[config.mk]
export PLATFORM = sky130hd
export DESIGN_NAME = nsmd_hash
export DESIGN_NICKNAME = d
export VERILOG_FILES = /design/src/rtl/nsmd_pkg.sv /design/src/rtl/nsmd_hash.sv
export SDC_FILE = /design/constraint.sdc
export NUM_CORES = 1
export LEC_CHECK = 0
export BUFFER_PORTS_ARGS = -buffer_cell sky130_fd_sc_hd__buf_2
export CAP_MARGIN = 20
export CORE_MARGIN = 2
export CORE_UTILIZATION = 40
export CTS_CLUSTER_DIAMETER = 100
export CTS_CLUSTER_SIZE = 20
export DETAILED_ROUTE_END_ITERATION = 10
export RECOVER_POWER = 50
export SLEW_MARGIN = 20
export SYNTH_ARGS = -nofsm -noshare
export SYNTH_HDL_FRONTEND = slang
export SYNTH_SLANG_ARGS = --single-unit
[constraint.sdc]
create_clock -name clk -period 0.8 [get_ports clk]
set_input_delay 0.12 -clock clk [delete_from_list [all_inputs] [get_ports clk]]
set_output_delay 0.12 -clock clk [all_outputs]
set_load 0.03 [all_outputs]
[src/rtl/nsmd_pkg.sv]
// ----------------------------------------------------------------------------
// nsmd_pkg
// Shared types and constants for the new source address detector.
// ----------------------------------------------------------------------------
`default_nettype none

package nsmd_pkg;

    localparam int MAC_W       = 48;
    localparam int MAC_BYTES   = 6;
    localparam int HASH_BASE   = 13;
    // Six bytes folded with a base of 13 stay below 2^27.
    localparam int HASH_W      = 27;
    localparam int COUNT_W     = 13;
    localparam int COUNT_MAX   = 8191;

    localparam int DEF_BUCKETS = 1024;
    localparam int DEF_WAYS    = 4;

    typedef enum logic [1:0] {
        ST_CLEAR,
        ST_IDLE,
        ST_HASH,
        ST_UPDATE
    } state_t;

endpackage

`default_nettype wire

[src/rtl/nsmd_hash.sv]
// ----------------------------------------------------------------------------
// nsmd_hash
// Folds the six address bytes into a hash and reduces it to a bucket index.
// ----------------------------------------------------------------------------
`default_nettype none

module nsmd_hash
    import nsmd_pkg::*;
#(
    parameter int BUCKETS = DEF_BUCKETS
) (
    input  wire logic                       clk,
    input  wire logic                       rst_n,
    input  wire logic                       start,
    input  wire logic [MAC_W-1:0]           mac,
    output logic                            done,
    output logic [$clog2(BUCKETS)-1:0]      bucket
);

    localparam int  BW      = $clog2(BUCKETS);
    localparam bit  IS_POW2 = (BUCKETS & (BUCKETS - 1)) == 0;
    // The quotient comes from a rounded-up reciprocal of the bucket count,
    // which is exact for every hash below 2^HASH_W.
    localparam int  RSH     = HASH_W + BW;
    localparam int  PROD_W  = RSH + BW;
    localparam longint unsigned RECIP_L =
        ((64'd1 << RSH) + 64'(BUCKETS) - 64'd1) / 64'(BUCKETS);
    localparam logic [PROD_W-1:0] RECIP = PROD_W'(RECIP_L);
    localparam logic [BW-1:0]     BMOD  = BW'(BUCKETS);

    logic              busy_reg,  busy_next;
    logic              step_reg,  step_next;
    logic [HASH_W-1:0] hash_reg,  hash_next;
    logic [BW-1:0]     quot_reg,  quot_next;
    logic [HASH_W-1:0] hash_val;
    logic [HASH_W-1:0] weight;
    logic [PROD_W-1:0] prod;
    logic [BW-1:0]     rem_low;
    logic              last;

    // Each byte is weighted by its power of the base, so the terms add up
    // side by side instead of in a chain.
    always_comb
    begin
        hash_val = '0;
        weight   = HASH_W'(1);
        for (int k = 0; k < MAC_BYTES; k++)
        begin
            hash_val = hash_val + HASH_W'(mac[k*8 +: 8]) * weight;
            weight   = weight * HASH_W'(HASH_BASE);
        end
    end

    // Only the low bits of the quotient matter: the remainder is below the
    // bucket count, so it is exact modulo 2^BW.
    assign prod    = PROD_W'(hash_reg) * RECIP;
    assign rem_low = hash_reg[BW-1:0] - quot_reg * BMOD;
    assign last    = IS_POW2 || step_reg;
    assign done    = busy_reg && last;
    assign bucket  = IS_POW2 ? hash_reg[BW-1:0] : rem_low;

    always_comb
    begin
        busy_next = busy_reg;
        step_next = step_reg;
        hash_next = hash_reg;
        quot_next = quot_reg;
        if (start)
        begin
            busy_next = 1'b1;
            step_next = 1'b0;
            hash_next = hash_val;
        end
        else if (busy_reg)
        begin
            quot_next = prod[RSH +: BW];
            step_next = 1'b1;
            if (last)
            begin
                busy_next = 1'b0;
            end
        end
    end

    always_ff @(posedge clk or negedge rst_n)
    begin
        if (!rst_n)
        begin
            busy_reg <= 1'b0;
            step_reg <= 1'b0;
        end
        else
        begin
            busy_reg <= busy_next;
            step_reg <= step_next;
        end
    end

    always_ff @(posedge clk)
    begin
        hash_reg <= hash_next;
        quot_reg <= quot_next;
    end

endmodule

`default_nettype wire
==> run_results.csv <==
group,metric,value,unit
final_layout,largest_register_ffs,10,
status,violations,"setup timing",
sta,finalMaxSlewViolations,0,
place,dp_slack,-4.77,ns
routing,wl_per_cell,12.5,um
clocking,cts_made_buffers,3,
global_routing,overflow,0,
die,rows,36,
place,dpl_cell_area,5100,um^2
routing,ant_nets,0,
die,start_util,0.409,
final_layout,num_antenna_cells,0,
sta,rsz0062_at_grt,"true",
sta,slew_headroom,0.612,
logic_synthesis,synthDistinctLibCells,13,
routing,avgViaCountPerCell,4.24,
worst_setup_path,end_kind,"flop",
clocking,clk_path_buf_depth,2,
clocking,clk_pin_slew,0.05,ns
place,place_hpwl,7550,um
logic_synthesis,synthCells,366,
global_routing,antenna_found_initial,0,
sta,tightestPinTransition,0.582,ns
die,die-area,10800,um^2
worst_setup_path,start_kind,"input port",
sta,max_freq,0.195,GHz
hold_path,hold_class,"in2async",
die,die_h,104,um
sta,finalSetupViolCount,21,
global_routing,grt_usage,0.160,
clocking,clockRootBuffer,"clkbuf_8",
die,die_x,104,um
clocking,htreeDepth,1,
status,outcome,"complete, but fails checks",
routing,via_count,2659,
routing,drc,0,
sta,fin_crit,5.12,ns
final_layout,most-common-layout-cells,"123 x inv_1, 73 x fa_1, 67 x ha_1",
final_layout,mostFrequentLayoutCell,"inv_1",
routing,wl,7840,um
clocking,cts_tree,"built",
logic_synthesis,synth.net_count,582,
place,place_congestion,0.839,
routing,drtPass1Iterations,4,
global_routing,grt_max_degree,12,
worst_setup_path,critPathKind,"in2reg",
final_layout,drive_above_1_share,0.356,
logic_synthesis,synthesis.area,3980,um^2
worst_setup_path,crit_arrival,5.10,ns
logic_synthesis,ys_seq_area_frac,0.0818,
routing,drt_iter0_markers,47,
logic_synthesis,synth_seq_cells,11,
sta,fin_ws,-4.32,ns
sta,finalCritPeriodShare,6.40,
clocking,clock-sinks,11,
worst_setup_path,required,0.78,ns
die,pin_count,62,
logic_synthesis,avgSynthCellArea,10.9,um^2
global_routing,grt_pass1_vias,3035,
final_layout,design_area,5430,um^2
final_layout,syn_to_final_growth,36.4,%
worst_setup_path,path_max_fanout,2,
sta,timing.setup.tns,-32.71,ns
logic_synthesis,yosysWarnings,0,
final_layout,layout.nets,711,
place,port_buffers,61,
sta,finalHoldViolCount,0,
job,maxCapViolCount,0,
die,core,9730,um^2
global_routing,grt_pass1_wl,14000,um
==> timing repair <==
item                                    in CTS  in global routing
buffers inserted                             2                  2
endpoints found under the setup margin      21                 21
hold buffers                                 1                  0
gates resized for setup                     58                 12
endpoints found under the hold margin        1                  0
pin swaps                                   17                 18
==> area by class of cell <==
type / count / area (um^2)
clock buffer: 3 / 41.3
clock inverter: 1 / 5.00
fill: 856 / 4300
inverter: 138 / 518
multi-input combinational: 217 / 3440
sequential: 11 / 325
tap: 133 / 166
timing repair buffer: 124 / 931
==> metal layers <==
metal / part of all wire / track usage / up-vias
li1: - / - / 1324
met5: 0 / 0 / -
met3: 0.024 / 0.0113 / 6
met4: 0.0065 / 0.0154 / 0
met2: 0.52 / 0.292 / 49
met1: 0.45 / 0.218 / 1280
==> synth_stat cells <==
cell type	n	area (um^2)
a21o_1	4	30.0
a21oi_1	4	20.0
a41oi_1	1	8.76
dfrtp_1	1	25.0
edfxtp_1	10	300
fa_1	80	1600
ha_1	85	1060
inv_1	138	518
o21bai_1	2	15.0
xnor2_1	32	280
xnor2_2	1	16.3
xnor3_1	2	45.0
xor2_1	6	52.6
==> cell families after synthesis <==
| kind of cell | count (synthesis) | synth area share |
|---|---|---|
| AOI/OAI and AO/OA | 11 | 0.0186 |
| xor gates and xnor gates | 41 | 0.0991 |
| adders and majority gates | 165 | 0.670 |
| buffers and inverters | 138 | 0.130 |
| DFF | 11 | 0.0818 |
==> worst max path at each step <==
stage	cells past startpoint	startpoint	to
6_report	16	mac[15]	hash_reg[9]$_DFFE_PP_
5_1_grt	20	mac[40]	hash_reg[9]$_DFFE_PP_
4_1_cts	18	mac[12]	hash_reg[9]$_DFFE_PP_
3_5_place_dp	17	mac[44]	hash_reg[9]$_DFFE_PP_
3_3_place_gp	17	mac[44]	hash_reg[9]$_DFFE_PP_
2_1_floorplan	15	mac[15]	hash_reg[9]$_DFFE_PP_
==> per-stage QoR <==
step / hold WS [ns] / instances / util
finish: 0.176 / 627 / 0.558
global route: 0.185 / 627 / 0.558
CTS: 0.150 / 627 / 0.554
detailed placement: -0.103 / 621 / 0.524
global placement: -0.106 / 621 / 0.524
floorplan: -0.176 / 366 / -
==> worst max-delay path, stage by stage <==
cell	delay, ns
buf_2	0.11
ha_1	0.27
inv_1	0.05
fa_1	0.57
fa_1	0.45
fa_1	0.52
fa_1	0.45
fa_2	0.60
fa_1	0.44
fa_1	0.49
inv_1	0.06
ha_4	0.24
a21o_1	0.16
a21o_1	0.19
a41oi_2	0.17
xnor3_1	0.22
Power is left out: the tool's default activity adds up to more than one toggle a clock period on the data nets, which glitch-free logic cannot reach.
