`config.mk`:
```
export PLATFORM = sky130hd
export DESIGN_NAME = nsmd_ram
export DESIGN_NICKNAME = d
export VERILOG_FILES = /design/src/rtl/nsmd_ram.sv
export SDC_FILE = /design/constraint.sdc
export NUM_CORES = 1
export LEC_CHECK = 0
export BUFFER_PORTS_ARGS = -buffer_cell sky130_fd_sc_hd__buf_2
export CAP_MARGIN = 20
export CORE_AREA = 4 4 116 118
export DETAILED_ROUTE_END_ITERATION = 10
export DIE_AREA = 0 0 120 122
export GPL_TIMING_DRIVEN = 1
export PLACE_DENSITY_LB_ADDON = 0.12
export SYNTH_ARGS = -nofsm -noshare
export SYNTH_HDL_FRONTEND = slang
export SYNTH_SLANG_ARGS = --single-unit
```
`constraint.sdc`:
```
create_clock -name clk -period 4.75 [get_ports clk]
set_input_delay 0.95 -clock clk [delete_from_list [all_inputs] [get_ports clk]]
set_output_delay 0.95 -clock clk [all_outputs]
set_load 0.01 [all_outputs]
```
`src/rtl/nsmd_ram.sv`:
```
// ----------------------------------------------------------------------------
// nsmd_ram
// Generic single-write, single-read synchronous RAM with registered read data.
// ----------------------------------------------------------------------------
`default_nettype none

module nsmd_ram #(
    parameter int WIDTH = 8,
    parameter int DEPTH = 16
) (
    input  wire logic                     clk,
    input  wire logic                     we,
    input  wire logic [$clog2(DEPTH)-1:0] waddr,
    input  wire logic [WIDTH-1:0]         wdata,
    input  wire logic                     re,
    input  wire logic [$clog2(DEPTH)-1:0] raddr,
    output logic      [WIDTH-1:0]         rdata
);

    logic [WIDTH-1:0] mem [DEPTH];
    logic [WIDTH-1:0] rdata_reg;

    always_ff @(posedge clk)
    begin
        if (we)
        begin
            mem[waddr] <= wdata;
        end
        if (re)
        begin
            rdata_reg <= mem[raddr];
        end
    end

    assign rdata = rdata_reg;

endmodule

`default_nettype wire

```
==> summary.md, run 1 <==
| Metric | Value |
|---|---|
| Core Footprint | 12,500 um2 |
| Vias in the first global route | 2,457 |
| Top post-synthesis cells by area | edfxtp_1, mux4_2, mux4_1 |
| Hold_buf cts | 0 |
| Post-synthesis cell area | 5230 um2 |
| Antenna-violating nets left | 0 |
| Row cnt | 41 |
| Initial DRT Pass Iterations | 4 |
| Largest net degree at the start of global routing | 33 |
| RSZ-0062 raised after global routing | no |
| Detailed Route Iter0 Violations | 162 |
| WP data required | around 4.9 ns |
| Worst vdd ir | 223 uV |
| EDFF count, synth | approximately 140 |
| Status | complete, no violations |
| Core Util, Final | 49.4% |
| Worst-path clk slew | ~0.060 ns |
| Setup tns final | 0 ns |
| Fin nets | 286 |
| Syn. warnings | 0 |
| Routed len/inst | 22.4 um |
| Number of antenna violations at the first check in global routing | 0 |
| Syn Inst Count | 229 |
| Crit-path cells | buf_2, buf_4, mux4_1, a22oi_1, nand2_1 |
| Critical-path top delay cell | buf_2 |
| Max-slew violation count | 0 |
| Crit Path Category | primary input to flop |
| Gpl congestion | 0.718 |
| Layout cell share with drive strength beyond 1 | 28.6% |
| Setup Skew | approximately 0.0067 ns |
| Final wirelength | 10,100 um |
| Final Non-Filler Cells | 452 |
| Crit. End Element | flop |
| Setup bufs post-CTS | 0 |
| # DRC | 0 |
| Most used standard cell by instance count after synthesis | edfxtp_1 |
| Skew-Pair Late Insertion Delay | slightly above 0.4 ns |
| CP Data Arrival Time | 2.80 ns |
| Top FF cell, synth | edfxtp_1 |
| Clk root buf | clkbuf_16 |
| Via count of the routed design | 2,381 |
| Sequential area share after synthesis | 78.1% |
| Final min period | 2.65 ns |
| Crit start category | primary input |
| CTS tree | done |
| Cell taking the most area after synthesis | edfxtp_1 |
| CP Max Fanout | 23 |
| I/O Pins | 27 |
| Antenna Cells | 0 |
| Worst Tran Pin Value | slightly above 1 ns |
| First-pass GRT wire length | 15,400 um |
| # setup viols final | 0 |
| GRT Residual Overflow | 0 |
| Number of max-cap violations | 0 |
| Post-synth top cells | edfxtp_1, mux4_2, a22oi_1 |
| Largest register FFs | 128 |
| Pwr/cell area | about 470 nW/um2 |
| Worst-case clock buffer depth | 2 |
| Initial Util | 41.9% |
| Drt via density | between 5 and 6 |
| Final HPWL DP | 6260 um |
| Post-synth top area share | 78.1% |
| Rel. slew slack | 30.9% |
| Lkg Pwr | 0.00202 uW |
| Die Y-Extent | between 100 and 150 um |
| Fmax | 378 MHz |
| Library cells used by synthesis | 18 |
| GRT Util Overall | 15.1% |
| IO Port Bufs | 26 |
| PostCTS Resize Cnt | 0 |
| H-tree levels | 4 |
| Crit-path max cell delay | 0.59 ns |
| Die area | 14,600 um2 |
| Cell count after placement | 420 |
| Final period util | 55.7% |
| Final hold vios | 0 |
| DIE WIDTH | 120 um |
| Worst min-delay path category | flop to flop |
| Synthesized Nets | about 250 |
| Layout area overhead | 17.7% |
| TritonCTS Buffers | 17 |
| Avg Cell Area, Syn | roughly 23 um2 |
| Clock sink count | 136 |
| Async S/R FF share, synth | 0% |
| Synthesized flop and latch total | 136 |
## metal layers
layer / wire [um] / up-vias / GRT usage, %
met5: 0 / - / 0
li1: - / 1053 / -
met1: 4300 / 1246 / 20.3
met2: 5040 / 73 / 23.9
met4: 119 / 0 / 4.51
met3: 678 / 9 / 4.87
## through the flow
stage	hold slack, ns	cell area, um2	total power (uW)	worst slack, ns
after detailed placement	0.737	5520	1510	1.61
final	0.739	6150	2870	2.10
after floorplan	0.705	5230	1450	2.31
after CTS	0.744	6150	2900	2.04
after global placement	0.732	5520	1510	1.58
after global routing	0.773	6150	2970	1.94
## cells in the final DEF, fill, tap and decap left out
cell | Yosys | routed
a22oi_1 | 16 | 16
or3b_2 | 1 | 1
nor2b_1 | 1 | 1
buf_2 | 3 | 26
buf_4 | 1 | 3
edfxtp_1 | 136 | 136
bufinv_16 | 0 | 5
mux4_1 | 14 | 14
and2_1 | 1 | 1
nand3_1 | 1 | 1
nor2_1 | 13 | 13
and2b_1 | 1 | 1
nor3_2 | 0 | 2
clkbuf_1 | 0 | 2
clkinvlp_4 | 0 | 5
clkbuf_16 | 0 | 17
nand3b_1 | 2 | 2
clkinv_2 | 0 | 3
mux4_2 | 18 | 18
nand2_1 | 9 | 9
nor3_1 | 4 | 2
nand2b_1 | 2 | 2
## worst paths after layout
path / startpoint / to / slack [ns] / cells past startpoint
max: raddr[0] / rdata[1] / 2.10 / 5
min: mem[15][2] / rdata[2] / 0.74 / 3
max reg2reg: mem[11][7] / rdata[7] / 3.21 / 3
min reg2reg: mem[15][2] / rdata[2] / 0.74 / 3
## layout make-up
class | count | area, um2
multi-input combinational | 83 | 1070
clock buffer | 19 | 433
clock inverter | 13 | 203
sequential | 136 | 4080
tap | 172 | 215
timing repair buffer | 29 | 153
fill | 1000 | 6310
## worst max-delay path, delay by kind of cell
family / cells / cell delay [ns]
buffers and inverters: 2 / 0.94
AO/OA/AOI/OAI: 1 / 0.24
AND/OR/NAND/NOR: 1 / 0.07
multiplexers: 1 / 0.58
## power by group
group | leakage, uW | switching [uW] | internal (uW)
logic | 0.000491 | 70.8 | 47.4
registers | 0.00124 | 6.43 | 1350
clock network | 0.000295 | 469 | 927
## kinds of logic after synthesis
kind of cell	after synthesis	synth area share, %
compound gates	16	2.30
buf+inv	10	1.65
flops	136	78.1
mux	32	14.8
simple gates	35	3.14
Power figures use the tool's default switching activity.
==> inputs of run 2 (changes only) <==
--- a/config.mk
+++ b/config.mk
@@ -5,11 +5,12 @@
 export SDC_FILE = /design/constraint.sdc
 export NUM_CORES = 1
 export LEC_CHECK = 0
+export ABC_AREA = 1
 export BUFFER_PORTS_ARGS = -buffer_cell sky130_fd_sc_hd__buf_2
 export CAP_MARGIN = 20
-export CORE_AREA = 4 4 116 118
+export CORE_AREA = 4 4 122 124
 export DETAILED_ROUTE_END_ITERATION = 10
-export DIE_AREA = 0 0 120 122
+export DIE_AREA = 0 0 126 128
 export GPL_TIMING_DRIVEN = 1
 export PLACE_DENSITY_LB_ADDON = 0.12
 export SYNTH_ARGS = -nofsm -noshare
==> constraint.sdc (replaced) <==
create_clock -name clk -period 2.2 [get_ports clk]
set_input_delay 0.44 -clock clk [delete_from_list [all_inputs] [get_ports clk]]
set_output_delay 0.44 -clock clk [all_outputs]
set_load 0.01 [all_outputs]
==> summary.md, run 2 <==
| Metric | Value |
|---|---|
| Synthesized flop and latch total | 136 |
| Crit Path Category | flop to output pin |
| H-tree levels | 4 |
| EDFF count, synth | approximately 140 |
| Detailed Route Iter0 Violations | approximately 400 |
| Post-synth top cells | nand2_1, edfxtp_1, inv_1 |
| WP data required | 1.76 ns |
| PostCTS Resize Cnt | 0 |
| Layout cell share with drive strength beyond 1 | 11.3% |
| Fin worst setup slack | roughly 0.76 ns |
| Antenna-violating nets left | 0 |
| Max-slew violation count | 0 |
| Fin area | 6710 um2 |
| Antenna Cells | 0 |
| Post-synth top area share | 69.8% |
| TritonCTS Buffers | 17 |
| Layout area overhead | 14.8% |
| RSZ-0062 raised after global routing | no |
| Fin nets | about 610 |
| Status | complete, no violations |
| Hold_buf cts | 0 |
| Drt via density | around 4.8 |
| Post-Synth Simple-Gate Area | about a fifth |
| Core Footprint | between 10,000 and 15,000 um2 |
| Die area | 16,100 um2 |
| Row cnt | 43 |
| Die Y-Extent | 128 um |
| Top FF cell, synth | edfxtp_1 |
| Post-Synth XOR/XNOR Area | 0% |
| Cell taking the most area after synthesis | edfxtp_1 |
| Syn Inst Count | ~550 |
| IO Port Bufs | 26 |
| First-pass GRT wire length | approximately 21,000 um |
| I/O Pins | 27 |
| Worst vdd ir | 493 uV |
| Skew-Pair Late Insertion Delay | ~0.42 ns |
| DIE WIDTH | 126 um |
| Clock sink count | 136 |
| Syn. warnings | 0 |
| Synthesized Nets | between 500 and 600 |
| Crit path buf inv count | 1 |
| Critical-path top delay cell | edfxtp_1 |
| Pint | approximately 4500 uW |
| Setup Skew | about 0.0036 ns |
| Final min period | ~1.4 ns |
| Crit-path cells | buf_2 |
| Sequential power share | about half |
| Worst-case clock buffer depth | 2 |
| Initial DRT Pass Iterations | 5 |
| Number of antenna violations at the first check in global routing | 0 |
| Critical path's top delay family | flip-flops |
| Gpl congestion | roughly 0.8 |
| Sequential area share after synthesis | between 60% and 70% |
| Largest register FFs | 128 |
| Setup bufs post-CTS | 0 |
| Initial Util | a little over two fifths |
| Library cells used by synthesis | 11 |
| GRT Residual Overflow | 0 |
| Sw power | 1240 uW |
| CP Max Fanout | 1 |
| Main combinational cell family by area after synthesis | simple AND/OR/NAND/NOR gates |
| Net Sw Frac | a little over a fifth |
| Post-synthesis cell area | 5850 um2 |
| Commonest non-fill, non-tap cells in the layout | nand2_1, edfxtp_1, inv_1, nand3_1, buf_2 |
| Most common cell after layout, fill and taps aside | nand2_1 |
| Logic pwr share | 6.2% |
| Placement-stage cell area | 6210 um2 |
| Setup WS pre-CTS | 0.422 ns |
| Avg Cell Area, Syn | 10.6 um2 |
| Vias in the first global route | roughly 3,600 |
| Rel. slew slack | 51.0% |
| Number of max-cap violations | 0 |
| Crit-path max cell delay | 0.42 ns |
| Final period util | 65.5% |
| Worst-path clk slew | about 0.05 ns |
| Clk root buf | clkbuf_16 |
| Final wirelength | 13,500 um |
| # DRC | 0 |
| Post-synthesis compound-gate area fraction | 0% |
| CTS tree | done |
| Routed len/inst | 17.3 um |
| Crit. End Element | output pin |
| Async S/R FF share, synth | 0% |
| GRT Util Overall | roughly 18% |
| Clock Power Share | 43.0% |
| Largest net degree at the start of global routing | 65 |
| Worst min-delay path category | primary input to flop |
| Top post-synthesis cells by area | edfxtp_1, nand2_1, nand3_1 |
| Most used standard cell by instance count after synthesis | nand2_1 |
| Mux contribution to synthesized area | 0% |
| Fmax | roughly 690 MHz |
| Setup tns final | 0 ns |
| Final hold vios | 0 |
| Pwr/cell area | 861 nW/um2 |
| Final HPWL DP | 8050 um |
| Adder-Cell Fraction of Synth Area | 0% |
| Via count of the routed design | approximately 3,800 |
| Lkg Pwr | 0.00289 uW |
| Crit start category | flop |
| CP Data Arrival Time | 1.00 ns |
| # setup viols final | 0 |
| Worst Tran Pin Value | 0.733 ns |
-- run 2: changes by cell type in the layout (fill, tap and decap cells not counted), sizes merged, moves of 16 or more --
| cell | previous run | this run |
|---|---|---|
| buf | 29 | 46 |
| nand2 | 9 | 173 |
| inv | 0 | 102 |
| mux4 | 32 | 0 |
| a22oi | 16 | 0 |
| nand3 | 1 | 97 |
-- run 2: worst paths after layout --
path / slack (ns) / endpoint / start / cells past startpoint
worst max-delay path: 0.76 / rdata[3] / rdata[3] / 1
worst min register to register: 0.77 / rdata[7] / mem[11][7] / 6
worst min-delay path: 0.40 / rdata[0] / re / 1
worst max register to register: 0.98 / rdata[6] / mem[1][6] / 6
-- run 2: metrics by stage --
step	power, uW	cells	utilization [%]	hold WS, ns
3_3_place_gp	3350	753	45.1	0.739
5_1_grt	5980	783	48.7	0.391
6_report	5780	783	48.7	0.399
2_1_floorplan	3200	551	-	0.539
3_5_place_dp	3350	753	45.1	0.758
4_1_cts	5820	783	48.7	0.380
-- run 2: area by class of cell --
cell class,count,area [um2]
clock buffer,23,448
clock inverter,7,55.1
fill,1310,7060
inverter,102,383
multi-input combinational,289,1210
sequential,136,4080
tap,180,225
timing repair buffer,46,305
-- run 2: layer usage --
metal | wire (um) | vias up | GRT usage (%) | share of wire, %
li1 | - | 1860 | - | -
met1 | 6670 | 1811 | 26.3 | 49
met2 | 6020 | 98 | 26.0 | 44
met3 | 624 | 14 | 3.33 | 4.6
met4 | 212 | 0 | 7.38 | 1.6
met5 | 0 | - | 0 | 0
-- run 2: power by group through the flow --
| stage | Sequential [uW] | Clock [uW] | Combinational [uW] |
|---|---|---|---|
| 2_1_floorplan | 2990 | 0 | 205 |
| 5_1_grt | 2940 | 2640 | 402 |
| 3_3_place_gp | 2990 | 0 | 359 |
| 4_1_cts | 2940 | 2520 | 364 |
| 6_report | 2940 | 2480 | 358 |
| 3_5_place_dp | 2990 | 0 | 362 |
-- run 2: cell families after synthesis --
logic type | count (synthesis)
AND/OR/NAND/NOR | 289
buffers and inverters | 126
flip-flops | 136
